[src/hw/rtl/qfts_pkg.sv]
`default_nettype none
package qfts_pkg;

	localparam int DEPTH = 8;
	localparam int WORD_W = 32;
	localparam int ADDR_W = (DEPTH > 1) ? $clog2(DEPTH) : 1;
	localparam int CNT_W = $clog2(DEPTH + 1);

	localparam logic [CNT_W-1:0] CNT_FULL = CNT_W'(DEPTH);
	localparam logic [CNT_W-1:0] CNT_ONE = CNT_W'(1);
	localparam logic [CNT_W-1:0] CNT_ZERO = '0;

	localparam logic REQ_ENQ = 1'b0;
	localparam logic REQ_DEQ = 1'b1;

	localparam logic [1:0] STAT_OK = 2'd0;
	localparam logic [1:0] STAT_FULL = 2'd1;
	localparam logic [1:0] STAT_EMPTY = 2'd2;

	localparam logic [WORD_W-1:0] EMPTY_DATA = '1;
	localparam logic [WORD_W-1:0] ENQ_DATA = '0;

	typedef struct packed {
		logic              we;
		logic [ADDR_W-1:0] waddr;
		logic [WORD_W-1:0] wdata;
		logic              re;
		logic [ADDR_W-1:0] raddr;
	} ram_req_t;

endpackage
`default_nettype wire

[src/hw/rtl/queue_from_two_stacks_core.sv]
// channel | handshake              | fields
// in      | in_valid / in_stall    | req_type, value
// out     | out_valid / out_stall  | result_data, status
//
// Enqueue: result registered on acceptance. Dequeue from a non-empty outbox: one memory read.
// Dequeue that refills the outbox from n inbox words: paced by the
// single inbox read port moving one word per cycle; each word moves only once.
// Reset clears both fill counts; the stores need no clearing pass.
// A stalled result holds in the output register; a new request is taken once the core is
// idle and that register is free or being drained in the same cycle.
`default_nettype none
module queue_from_two_stacks_core (
	input  wire logic                                clk,
	input  wire logic                                arst_n,
	input  wire logic                                in_valid,
	output logic                                     in_stall,
	input  wire logic                                req_type,
	input  wire logic signed [qfts_pkg::WORD_W-1:0]  value,
	output logic                                     out_valid,
	input  wire logic                                out_stall,
	output logic signed [qfts_pkg::WORD_W-1:0]       result_data,
	output logic [1:0]                               status
);

	typedef enum logic [1:0] {
		ST_IDLE,
		ST_POP,
		ST_XFER
	} state_t;

	state_t                        state_q;
	logic [qfts_pkg::CNT_W-1:0]    icnt_q;
	logic [qfts_pkg::CNT_W-1:0]    ocnt_q;
	logic                          xfer_last_s1;
	logic                          out_valid_q;
	logic [qfts_pkg::WORD_W-1:0]   result_data_q;
	logic [1:0]                    status_q;

	qfts_pkg::ram_req_t            inbox_req;
	qfts_pkg::ram_req_t            outbox_req;
	logic [qfts_pkg::WORD_W-1:0]   inbox_rdata;
	logic [qfts_pkg::WORD_W-1:0]   outbox_rdata;

	logic accept;
	logic inbox_full;
	logic inbox_empty;
	logic outbox_empty;
	logic out_load;

	assign in_stall = (state_q != ST_IDLE) || (out_valid_q && out_stall);
	assign accept = in_valid && !in_stall;
	assign inbox_full = (icnt_q == qfts_pkg::CNT_FULL);
	assign inbox_empty = (icnt_q == qfts_pkg::CNT_ZERO);
	assign outbox_empty = (ocnt_q == qfts_pkg::CNT_ZERO);

	// a result word enters the output register this cycle
	assign out_load = (state_q == ST_IDLE && accept &&
			(req_type == qfts_pkg::REQ_ENQ || (inbox_empty && outbox_empty))) ||
		(state_q == ST_POP) ||
		(state_q == ST_XFER && xfer_last_s1);

	qfts_ram u_inbox (
		.clk   (clk),
		.req   (inbox_req),
		.rdata (inbox_rdata)
	);

	qfts_ram u_outbox (
		.clk   (clk),
		.req   (outbox_req),
		.rdata (outbox_rdata)
	);

	always_comb begin
		inbox_req = '0;
		outbox_req = '0;
		case (state_q)
			ST_IDLE: begin
				if (accept) begin
					if (req_type == qfts_pkg::REQ_ENQ) begin
						inbox_req.we = !inbox_full;
						inbox_req.waddr = qfts_pkg::ADDR_W'(icnt_q);
						inbox_req.wdata = value;
					end else if (!outbox_empty) begin
						outbox_req.re = 1'b1;
						outbox_req.raddr = qfts_pkg::ADDR_W'(ocnt_q - qfts_pkg::CNT_ONE);
					end else if (!inbox_empty) begin
						inbox_req.re = 1'b1;
						inbox_req.raddr = qfts_pkg::ADDR_W'(icnt_q - qfts_pkg::CNT_ONE);
					end
				end
			end
			ST_XFER: begin
				// the oldest word (inbox bottom) goes straight out, never to the outbox
				if (!xfer_last_s1) begin
					outbox_req.we = 1'b1;
					outbox_req.waddr = qfts_pkg::ADDR_W'(ocnt_q);
					outbox_req.wdata = inbox_rdata;
					inbox_req.re = 1'b1;
					inbox_req.raddr = qfts_pkg::ADDR_W'(icnt_q - qfts_pkg::CNT_ONE);
				end
			end
			default: begin
			end
		endcase
	end

	always_ff @(posedge clk or negedge arst_n) begin
		if (!arst_n) begin
			state_q <= ST_IDLE;
			icnt_q <= '0;
			ocnt_q <= '0;
			xfer_last_s1 <= 1'b0;
			out_valid_q <= 1'b0;
			result_data_q <= '0;
			status_q <= qfts_pkg::STAT_OK;
		end else begin
			if (out_load) begin
				out_valid_q <= 1'b1;
			end else if (out_valid_q && !out_stall) begin
				out_valid_q <= 1'b0;
			end
			case (state_q)
				ST_IDLE: begin
					if (accept) begin
						if (req_type == qfts_pkg::REQ_ENQ) begin
							result_data_q <= qfts_pkg::ENQ_DATA;
							if (inbox_full) begin
								status_q <= qfts_pkg::STAT_FULL;
							end else begin
								status_q <= qfts_pkg::STAT_OK;
								icnt_q <= icnt_q + qfts_pkg::CNT_ONE;
							end
						end else if (inbox_empty && outbox_empty) begin
							result_data_q <= qfts_pkg::EMPTY_DATA;
							status_q <= qfts_pkg::STAT_EMPTY;
						end else if (!outbox_empty) begin
							ocnt_q <= ocnt_q - qfts_pkg::CNT_ONE;
							state_q <= ST_POP;
						end else begin
							icnt_q <= icnt_q - qfts_pkg::CNT_ONE;
							xfer_last_s1 <= (icnt_q == qfts_pkg::CNT_ONE);
							state_q <= ST_XFER;
						end
					end
				end
				ST_POP: begin
					result_data_q <= outbox_rdata;
					status_q <= qfts_pkg::STAT_OK;
					state_q <= ST_IDLE;
				end
				ST_XFER: begin
					if (xfer_last_s1) begin
						result_data_q <= inbox_rdata;
						status_q <= qfts_pkg::STAT_OK;
						xfer_last_s1 <= 1'b0;
						state_q <= ST_IDLE;
					end else begin
						// advance: one word lands in the outbox, next one is read
						ocnt_q <= ocnt_q + qfts_pkg::CNT_ONE;
						icnt_q <= icnt_q - qfts_pkg::CNT_ONE;
						xfer_last_s1 <= (icnt_q == qfts_pkg::CNT_ONE);
					end
				end
				default: begin
					state_q <= ST_IDLE;
				end
			endcase
		end
	end

	assign out_valid = out_valid_q;
	assign result_data = result_data_q;
	assign status = status_q;

	a_cnt_range: assert property (@(posedge clk) disable iff (!arst_n)
		icnt_q <= qfts_pkg::CNT_FULL && ocnt_q <= qfts_pkg::CNT_FULL)
		else $error("stack count beyond depth");

	a_xfer_room: assert property (@(posedge clk) disable iff (!arst_n)
		(state_q == ST_XFER && !xfer_last_s1) |->
		(icnt_q != qfts_pkg::CNT_ZERO && ocnt_q < qfts_pkg::CNT_FULL))
		else $error("transfer step without inbox word or outbox room");

	a_busy_out_free: assert property (@(posedge clk) disable iff (!arst_n)
		(state_q == ST_POP || state_q == ST_XFER) |-> !out_valid_q)
		else $error("output register busy while a dequeue is pending");

	a_xfer_entry: assert property (@(posedge clk) disable iff (!arst_n)
		(accept && req_type == qfts_pkg::REQ_DEQ && outbox_empty && !inbox_empty) |=>
		(state_q == ST_XFER && ocnt_q == qfts_pkg::CNT_ZERO))
		else $error("refill started with a non-empty outbox");

endmodule
`default_nettype wire

[src/hw/rtl/qfts_ram.sv]
`default_nettype none
module qfts_ram (
	input  wire logic                          clk,
	input  wire qfts_pkg::ram_req_t            req,
	output logic [qfts_pkg::WORD_W-1:0]        rdata
);

	logic [qfts_pkg::WORD_W-1:0] mem_q [qfts_pkg::DEPTH];
	logic [qfts_pkg::WORD_W-1:0] rdata_q;

	always_ff @(posedge clk) begin
		if (req.we) begin
			mem_q[req.waddr] <= req.wdata;
		end
		if (req.re) begin
			rdata_q <= mem_q[req.raddr];
		end
	end

	assign rdata = rdata_q;

endmodule
`default_nettype wire
[config.mk]
export PLATFORM = sky130hd
export DESIGN_NAME = queue_from_two_stacks_core
export DESIGN_NICKNAME = d
export VERILOG_FILES = /design/src/hw/rtl/qfts_pkg.sv /design/src/hw/rtl/queue_from_two_stacks_core.sv /design/src/hw/rtl/qfts_ram.sv
export SDC_FILE = /design/constraint.sdc
export NUM_CORES = 1
export LEC_CHECK = 0
export ABC_AREA = 1
export BUFFER_PORTS_ARGS = -buffer_cell sky130_fd_sc_hd__buf_2
export CELL_PAD_IN_SITES_DETAIL_PLACEMENT = 0
export CELL_PAD_IN_SITES_GLOBAL_PLACEMENT = 1
export CORE_ASPECT_RATIO = 0.8
export CORE_MARGIN = 2
export CORE_UTILIZATION = 50
export DETAILED_ROUTE_END_ITERATION = 6
export PLACE_DENSITY = 0.77
export SYNTH_ARGS = -nofsm -noshare
export SYNTH_HDL_FRONTEND = slang
export SYNTH_SLANG_ARGS = --single-unit
[constraint.sdc]
create_clock -name clk -period 8.1 [get_ports clk]
set_input_delay 0.81 -clock clk [delete_from_list [all_inputs] [get_ports clk]]
set_output_delay 0.81 -clock clk [all_outputs]
set_load 0.01 [all_outputs]
Yosys cells after proc, flatten, opt, wreduce, memory -nomap -nowiden
Memory sizes are Yosys's and may differ from the RTL's. A register that Yosys moved wholly into a read port is not among the register bits.
Index checks and enable logic that the tools add are counted.

storage, ports and cells
  bits in registers = 46
  bits in writable memories = 512
  input bits = 37
  output and inout port bits = 36
  logic and storage cells = 110
  memories = 2

memories
  memory          depth  bits a word  rd ports  clocked after Yosys merged registers in  wr ports  RTL line       source
  u_inbox.mem_q   8      32           1         1                                        1         qfts_ram.sv:8  logic [qfts_pkg::WORD_W-1:0] mem_q [qfts_pkg::DEPTH];
  u_outbox.mem_q  8      32           1         1                                        1         qfts_ram.sv:8

cells by class
  add/subtract/negate cells = 4
  eq/ne operators = 15
  mux-type cells = 55
  bitwise gates (word level) = 1
  reduce and logical (&&, ||, !) cells = 26

operators with widths
  kind                                                 number
  two-way mux 36 bit                                   4
  two-way mux 32 bit                                   4
  one-hot mux 32 bit (3 select lines)                  1
  two-way mux 4 bit                                    19
  two-way mux 40 bit                                   1
  one-hot mux 4 bit (2 select lines)                   3
  two-way mux 2 bit                                    8
  != test 2 bit, second input constant                 7
  two-way mux 1 bit                                    12
  AND reduction 6 bit                                  2
  != test 3 bit, second input constant                 3
  adder 4 x 1 -> 4 bit, second input constant          2
  logical NOT 4 bit                                    2
  AND reduction 4 bit                                  2
  subtractor 4 x 1 -> 4 bit, second input constant     2
  logical AND 1 bit                                    7
  one-hot mux 2 bit (3 select lines)                   1
  nonzero test 2 bit                                   3
  AND reduction 5 bit                                  1
  equality test 4 x 1 -> 1 bit, second input constant  1
  equality test 4 bit, second input constant           1
  logical OR 1 bit                                     4
  one-hot mux 2 bit (2 select lines)                   1
  logical NOT 1 bit                                    3
  7 further kinds                                      7

Depth between registers and ports, before layout
Gate-level depths: netlist of the first run.

  depth after elaboration = 9
  gate-level depth with buffers = 15
  gate-level depth less buffers = 13

Hierarchy
From an unflattened synthesis of the first run, not the netlist that was laid out.

unflattened totals
  cells, all modules = 2841
  area total of the unflattened synthesis = 27724.1 sq um

by module, submodules not included
  module                      times used  cells an instance  area an instance (sq um)  seq. area each (sq um)
  qfts_ram                    2           1156               12192.9                   8648.3
  queue_from_two_stacks_core  1           529                3338.2                    1151.1

Worst setup path before layout of the first run
OpenSTA, ideal clock, no wires.

  path kind = register -> register
  start = reg state_q[0]
  end = mem u_outbox.mem_q[6][0] in the netlist's numbering, enable pin
  setup time = 0.502 ns
  data arrival time = 4.081 ns
  data required time = 7.598 ns
  setup slack = 3.517 ns
  cell stages (with the launch flop) = 8
  path buffers = 1
  clock period less this slack = 4.583 ns
  path through = dfrtp_1 > inv_1 > ha_1 > buf_4 > inv_2 > nor2_4 > inv_2 > nor4_1

on the way
  word-level cells in the longest chain between the ends = 4

RTL lines
  item                                     RTL line                           source
  from (decl)                              queue_from_two_stacks_core.sv:31   state_t state_q;
  from (signal assigned)                   queue_from_two_stacks_core.sv:110  state_q <= ST_IDLE;
  from (signal assigned)                   queue_from_two_stacks_core.sv:139  state_q <= ST_POP;
  from (signal assigned)                   queue_from_two_stacks_core.sv:143  state_q <= ST_XFER;
  equality test 2 bit (*)                  queue_from_two_stacks_core.sv:77   case (state_q)
  two-way mux 36 bit (*)                   queue_from_two_stacks_core.sv:77
  two-way mux 1 bit                        qfts_ram.sv:12                     if (req.we) begin
  two-way mux 1 bit (implied by the code)  qfts_ram.sv:13                     mem_q[req.waddr] <= req.wdata;
  to (decl)                                qfts_ram.sv:8

Mark *: on every way between the ends. The rest lies on a longest branch, timed or not.

Worst setup path in the final report of the first run
  start = reg state_q[0]
  end = reg u_inbox.rdata_q (netlist bit u_inbox.rdata[1]), read port of u_inbox.mem_q, data pin

on the way
  word-level cells in the longest chain between the ends = 6
  elaborated cells on any way between the ends = 8
  classes of those cells = eq/ne: 1; mux: 2; reduce/logical: 5

RTL lines
  item                                    RTL line                          source
  nonzero test 2 bit                      queue_from_two_stacks_core.sv:50  assign in_stall = (state_q != ST_IDLE) || (out_valid_q && out_stall);
  logical OR 1 bit                        queue_from_two_stacks_core.sv:50
  logical NOT 1 bit                       queue_from_two_stacks_core.sv:51  assign accept = in_valid && !in_stall;
  logical AND 1 bit                       queue_from_two_stacks_core.sv:51
  two-way mux 40 bit                      queue_from_two_stacks_core.sv:79  if (accept) begin
  one-hot mux 4 bit (2 select lines) (*)  queue_from_two_stacks_core.sv:77
  to (decl)                               qfts_ram.sv:9                     logic [qfts_pkg::WORD_W-1:0] rdata_q;

Marks and branches as above.
A chain may end at the register's enable or synchronous reset.

==> results.yml, run 1 <==
timing:
  tightestPinTransition_ns: 1.17
  min_period_ns: 4.24
  period_share_pct: 52.4
  clock_skew_ns: 0.0205
  hold_viol_final: 0
  fin_setup_tns_ns: 0
  finalSetupViolCount: 0
  rsz0062_at_grt: "no"
  maxSlewViolCount: 0
  max_slew_margin_pct: 21.7
  max_freq_mhz: 236
floorplanning:
  die_y_um: 213
  die_x_um: 265
  coreArea_mm2: 0.0537
  start_util_pct: 50.6
  rows: 76
  die-area_mm2: 0.0562
  ioPinCount: 73
synth:
  synth_compound_area_share_pct: 4.75
  yosys-top-cells-area: "edfxtp_1 64%, nand2_1 9.4%, nand3_1 6.1%"
  synthAdderAreaFrac_pct: 0.414
  yosys.area_share.simple_pct: 17.7
  netlist.top_cell.by_area: "edfxtp_1"
  ys_warn_count: 0
  ys_ff_latch: 622
  synth_cell_types: 33
  synthMuxAreaShare_pct: 0
  synth_top_area_share_pct: 63.7
  synth_top_family_by_area: "simple AND/OR/NAND/NOR gates"
  syn_area_per_cell_um2: 10.6
  synthesis.nets: 2616
  syn_inst: 2570
  synth_xor_area_share_pct: 0.226
  netlist_area_mm2: 0.0272
  yosysSeqAreaShare_pct: 67.9
worst_setup_path:
  crit_top_cell: "nand2_1"
  critPathMaxStageDelay_ns: 0.91
  crit_path_start_kind: "flip-flop"
  cp.required_ns: 8.47
  path_delay_family: "buffers and inverters"
  crit_arrival_ns: 4.61
  worstSetupPathType: "reg -> reg"
  path_buf_inv: 5
  worstSetupEndpointType: "flip-flop"
  path_cells: "inv_1 -> ha_1 -> inv_2 -> buf_4 -> nand2_1 -> inv_1 -> nor2_4 -> buf_4 -> nand3_1 -> nand3_1 -> nand2_1 -> nand2_1 -> nand2_1"
  crit_path_top_delay_cell: "buf_4"
  crit_fanout: 90
clock_tree:
  cts_max_level: 2
  clkSlewWorstSetupHoldPaths_ns: 0.06
  clk_latency_ns: 0.64
  cts_buffers: 61
  holdBufCountCts: 0
  cts_sinks: 622
  clockBufferDepth: 3
  cts_resized: 0
  cts_tree: "done"
  postCtsSetupRepairBufs: 0
  root_buffer: "clkbuf_16"
routing:
  drt-total-wl_um: 63900
  firstDrtPassIters: 5
  ant_nets: 0
  num_vias: 17757
  drt-initial-drc-count: 1621
  drcViolationCount: 0
  via_per_inst: 5.30
  post_drt_wl_per_cell_um: 19.1
final_layout:
  drive_above_1_share_pct: 9.14
  n_fill_cell: 4589
  final_cell_mix: "677 x nand2_1, 576 x edfxtp_1, 438 x inv_1"
  final_nets: 2641
  final_common_cell: "nand2_1"
  fin_area_mm2: 0.0300
  n_antenna_cell: 0
  syn_to_final_growth_pct: 10.5
global_routing:
  track_usage_pct: 23.0
  top_usage_layer: "met2"
  grtUsageMet3_pct: 3.17
  use_met2_pct: 35.8
  grt_antenna_before_repair: 0
  grt_pass1_vias: 16708
  grt_first_pass_wirelength_um: 97700
  grt_max_degree: 257
  overflow: 0
  grt_use_met1_pct: 33.6
pwr:
  powerDensity_mw_per_mm2: 287
  power_leakage_nw: 12.4
  ir_worst_vdd_mv: 0.338
run:
  drv_cap: 0
placement:
  dpl.hpwl_um: 33100
  placed_cell_area_mm2: 0.0280
  port_buffers: 72
  gp_congestion: 0.792
outcome:
  outcome: "completed"
hold_path:
  hp-class: "in -> async"
metal layers:
layer | routed length, um | part of all wire [%] | up-vias
met5 | 0 | 0 | -
met4 | 1880 | 2.9 | 0
met3 | 4220 | 6.6 | 101
met2 | 28500 | 45 | 551
met1 | 29300 | 46 | 8560
li1 | - | - | 8545
power by group:
group | internal (W) | total, W | leakage, nW | switching [W]
Combinational | 0.000467 | 0.00189 | 5.22 | 0.00142
Sequential | 0.00381 | 0.00393 | 6.22 | 0.000121
Clock | 0.00159 | 0.00280 | 0.983 | 0.00121
Total | 0.00587 | 0.00862 | 12.4 | 0.00275
logic make-up after synthesis:
family	count (synthesis)
and+or+nand+nor	1132
DFF	622
buffers and inverters	591
AOI/OAI and AO/OA	209
adders and majority gates	9
xor gates and xnor gates	7
flip-flops by register name (all words and copies together) (netlist names):
register and cells:
u_inbox.mem_q 256, u_outbox.mem_q 256, result_data 32, u_inbox.rdata 32
u_outbox.rdata 32, icnt_q 4, ocnt_q 4, state_q 2
status 2, out_valid 1, xfer_last_s1 1
cell usage after synthesis (all sizes together):
cell	instances
nand4	2
ha	9
dfrtp	46
nand2	684
xnor2	2
nor4	2
xor2	5
nor3b	1
o31ai	1
inv	447
a21oi	4
nor3	39
edfxtp	576
o22ai	2
or2	2
buf	103
o21ai	106
nor2	69
nand3	333
clkbuf	41
o211ai	96
cell type report:
class | count | area, um^2 | share of cell area (%)
Sequential cell | 622 | 18400 | 61.4
Inverter | 447 | 1680 | 5.59
Multi-Input combinational cell | 1357 | 6390 | 21.3
Tap cell | 702 | 878 | 2.93
Clock buffer | 85 | 1740 | 5.79
Clock inverter | 30 | 259 | 0.863
Timing Repair Buffer | 106 | 628 | 2.09
worst paths after layout:
path,slack [ns],start,depth (start not counted),endpoint
max in group asynchronous,7.29,arst_n,2,result_data[14]$_DFFE_PN0P_
min reg2reg,0.49,status[1]$_DFFE_PN0P_,2,status[1]$_DFFE_PN0P_
min,0.32,arst_n,2,icnt_q[0]$_DFFE_PN0P_
max,3.86,state_q[0]$_DFFE_PN0P_,13,u_inbox.rdata[1]$_DFFE_PP_
min in group clk,0.44,out_stall,3,out_valid$_DFFE_PN0P_
max reg2reg,3.86,state_q[0]$_DFFE_PN0P_,13,u_inbox.rdata[1]$_DFFE_PP_
through the flow:
stage	setup slack [ns]	util, %	hold slack [ns]	power, W	instances
after detailed placement	3.79	52.2	0.474	0.00589	3234
final	3.86	55.9	0.318	0.00862	3349
after CTS	3.81	55.9	0.303	0.00869	3349
after global placement	3.85	52.2	0.460	0.00585	3234
after floorplan	3.52	-	0.464	0.00526	2570
after global routing	3.49	55.9	0.341	0.00903	3349
No activity file was read; power rests on OpenSTA's default activity.
==> run 2, diff against run 1 <==
CORE_UTILIZATION = 45   (was 50)
PLACE_DENSITY = 0.74   (was 0.77)
clock period = 3.6 ns   (was 8.1 ns; I/O delays follow)
==> run 2 against run 1 <==
Effect of this change: total power is 120% higher; clock-buffer cell count is 3 lower; routed wire length is 2.5% higher; global-route usage is 1.7 points lower; sequential cell count stayed put; worst hold slack worse by 0.15 ns; clock power is 120% higher; register-to-register slack worse by 3.3 ns; final area is 1.0% higher; critical path depth is 1 lower; die area is 11% higher; clock skew hardly changed; critical endpoint is now u_inbox.rdata[31]$_DFFE_PP_; largest power group unchanged; highest routed layer unchanged.
==> results.yml, run 2 (synthesized netlist as in run 1, its figures left out) <==
clock_tree:
  cts_sinks: 622
  clkSlewWorstSetupHoldPaths_ns: 0.06
  clockBufferDepth: 3
  root_buffer: "clkbuf_16"
  clk_latency_ns: 0.63
  cts_buffers: 60
  cts_tree: "done"
  cts_resized: 0
  cts_max_level: 2
worst_setup_path:
  crit_arrival_ns: 3.39
  crit_fanout: 64
  cp.required_ns: 3.98
  crit_path_start_kind: "flip-flop"
  worstSetupEndpointType: "flip-flop"
  worstSetupPathType: "reg -> reg"
final_layout:
  final_cell_mix: "677 x nand2_1, 576 x edfxtp_1, 440 x inv_1"
  n_antenna_cell: 0
  final_common_cell: "nand2_1"
  reg_top3: "u_inbox.mem_q (256), u_outbox.mem_q (256)"
  drive_above_1_share_pct: 9.16
  syn_to_final_growth_pct: 11.6
  final_nets: 2660
  n_fill_cell: 5306
timing:
  hold_viol_final: 0
  min_period_ns: 3.01
  maxSlewViolCount: 0
  max_freq_mhz: 332
  tightestPinTransition_ns: 1.04
  fin_setup_tns_ns: 0
  period_share_pct: 83.6
  max_slew_margin_pct: 30.0
  rsz0062_at_grt: "no"
  worst_slack_ns: 0.590
  finalSetupViolCount: 0
  clock_skew_ns: 0.0206
routing:
  num_vias: 17831
  drcViolationCount: 0
  drt-initial-drc-count: 1790
  firstDrtPassIters: 7
  drt-total-wl_um: 65500
  ant_nets: 0
  via_per_inst: 5.18
  post_drt_wl_per_cell_um: 19.0
pwr:
  power_leakage_nw: 12.5
  powerDensity_mw_per_mm2: 638
  ir_worst_vdd_mv: 0.385
placement:
  dpl.hpwl_um: 36200
  pre_cts_slack_ns: 0.600
  port_buffers: 72
  gp_congestion: 0.819
floorplanning:
  coreArea_mm2: 0.0597
  die-area_mm2: 0.0624
  rows: 80
  ioPinCount: 73
  die_y_um: 224
  start_util_pct: 45.5
  die_x_um: 279
global_routing:
  grt_first_pass_wirelength_um: 101000
  grt_pass1_vias: 17111
  grt_max_degree: 94
  overflow: 0
  track_usage_pct: 21.4
  grt_antenna_before_repair: 1
run:
  drv_cap: 0
outcome:
  outcome: "completed"
hold_path:
  hp-class: "in -> reg"
==> run 2: cell count changes in the layout (fill, tap and decap cells not counted), moves of 2 or more <==
cell / change
clkinv_2: -2
dlygate4sd3_1: +2
clkbuf_1: +8
inv_1: +2
clkinv_1: +3
clkbuf_8: -9
bufinv_16: +2
inv_2: -2
buf_12: +13
clkbuf_16: -2
buf_4: +5
==> run 2: layout make-up <==
class / count / area, um^2 / area share [%]
multi-input combinational: 1357 / 6420 / 21.2
tap: 779 / 975 / 3.21
clock buffer: 82 / 1590 / 5.26
clock inverter: 30 / 274 / 0.903
timing repair buffer: 126 / 946 / 3.12
sequential: 622 / 18400 / 60.8
inverter: 447 / 1680 / 5.53
==> run 2: power by group <==
part | switching, W | internal [W] | total, W
Combinational | 0.00324 | 0.00116 | 0.00440
Sequential | 0.000293 | 0.00858 | 0.00887
Clock | 0.00263 | 0.00344 | 0.00607
Total | 0.00617 | 0.0132 | 0.0193
==> run 2: layer usage <==
layer / GRT usage (%) / up-vias / wire length (um)
met5: 0 / - / 0
li1: - / 8586 / -
met1: 31.2 / 8596 / 30000
met4: 6.95 / 0 / 1920
met2: 33.1 / 537 / 29200
met3: 3.14 / 112 / 4270
==> run 2: metrics by stage <==
| step | area (um^2) | cells | hold WS [ns] | utilization (%) | total power (W) |
|---|---|---|---|---|---|
| final | 30300 | 3443 | 0.167 | 50.8 | 0.0193 |
| after global routing | 30300 | 3443 | 0.168 | 50.8 | 0.0203 |
| after CTS | 30300 | 3443 | 0.135 | 50.8 | 0.0195 |
| after detailed placement | 28400 | 3329 | 0.440 | 47.7 | 0.0134 |
| after global placement | 28400 | 3329 | 0.440 | 47.7 | 0.0134 |
| after floorplan | 27200 | 2570 | 0.0644 | - | 0.0118 |
==> run 2: path summary, 6_finish.rpt <==
kind                                                 end  slack, ns  cells after the start                  start
min reg2reg                        status[1]$_DFFE_PN0P_       0.48                      2  status[1]$_DFFE_PN0P_
max in group asynchronous     result_data[9]$_DFFE_PN0P_       2.49                      3                 arst_n
min in group asynchronous     result_data[0]$_DFFE_PN0P_       0.31                      2                 arst_n
max reg2reg                  u_inbox.rdata[31]$_DFFE_PP_       0.59                     12  ocnt_q[0]$_DFFE_PN0P_
max                          u_inbox.rdata[31]$_DFFE_PP_       0.59                     12  ocnt_q[0]$_DFFE_PN0P_
min                        u_inbox.mem_q[3][0]$_DFFE_PP_       0.17                      3               value[0]
==> run 2: timing repair <==
action	CTS	global route
setup buffers	0	0
hold buffers	2	0
hold endpoints to repair	28	0
==> run 2: critical path: stages, from the launching register on <==
cell,delay [ns]
dfrtp_1,0.51
inv_1,0.32
ha_1,0.28
nand2_2,0.12
nor2_2,0.16
nand2_1,0.14
nand2_8,0.17
buf_4,0.59
nand3_1,0.19
nand3_1,0.14
nand2_1,0.06
nand2_1,0.05
nand2_1,0.05
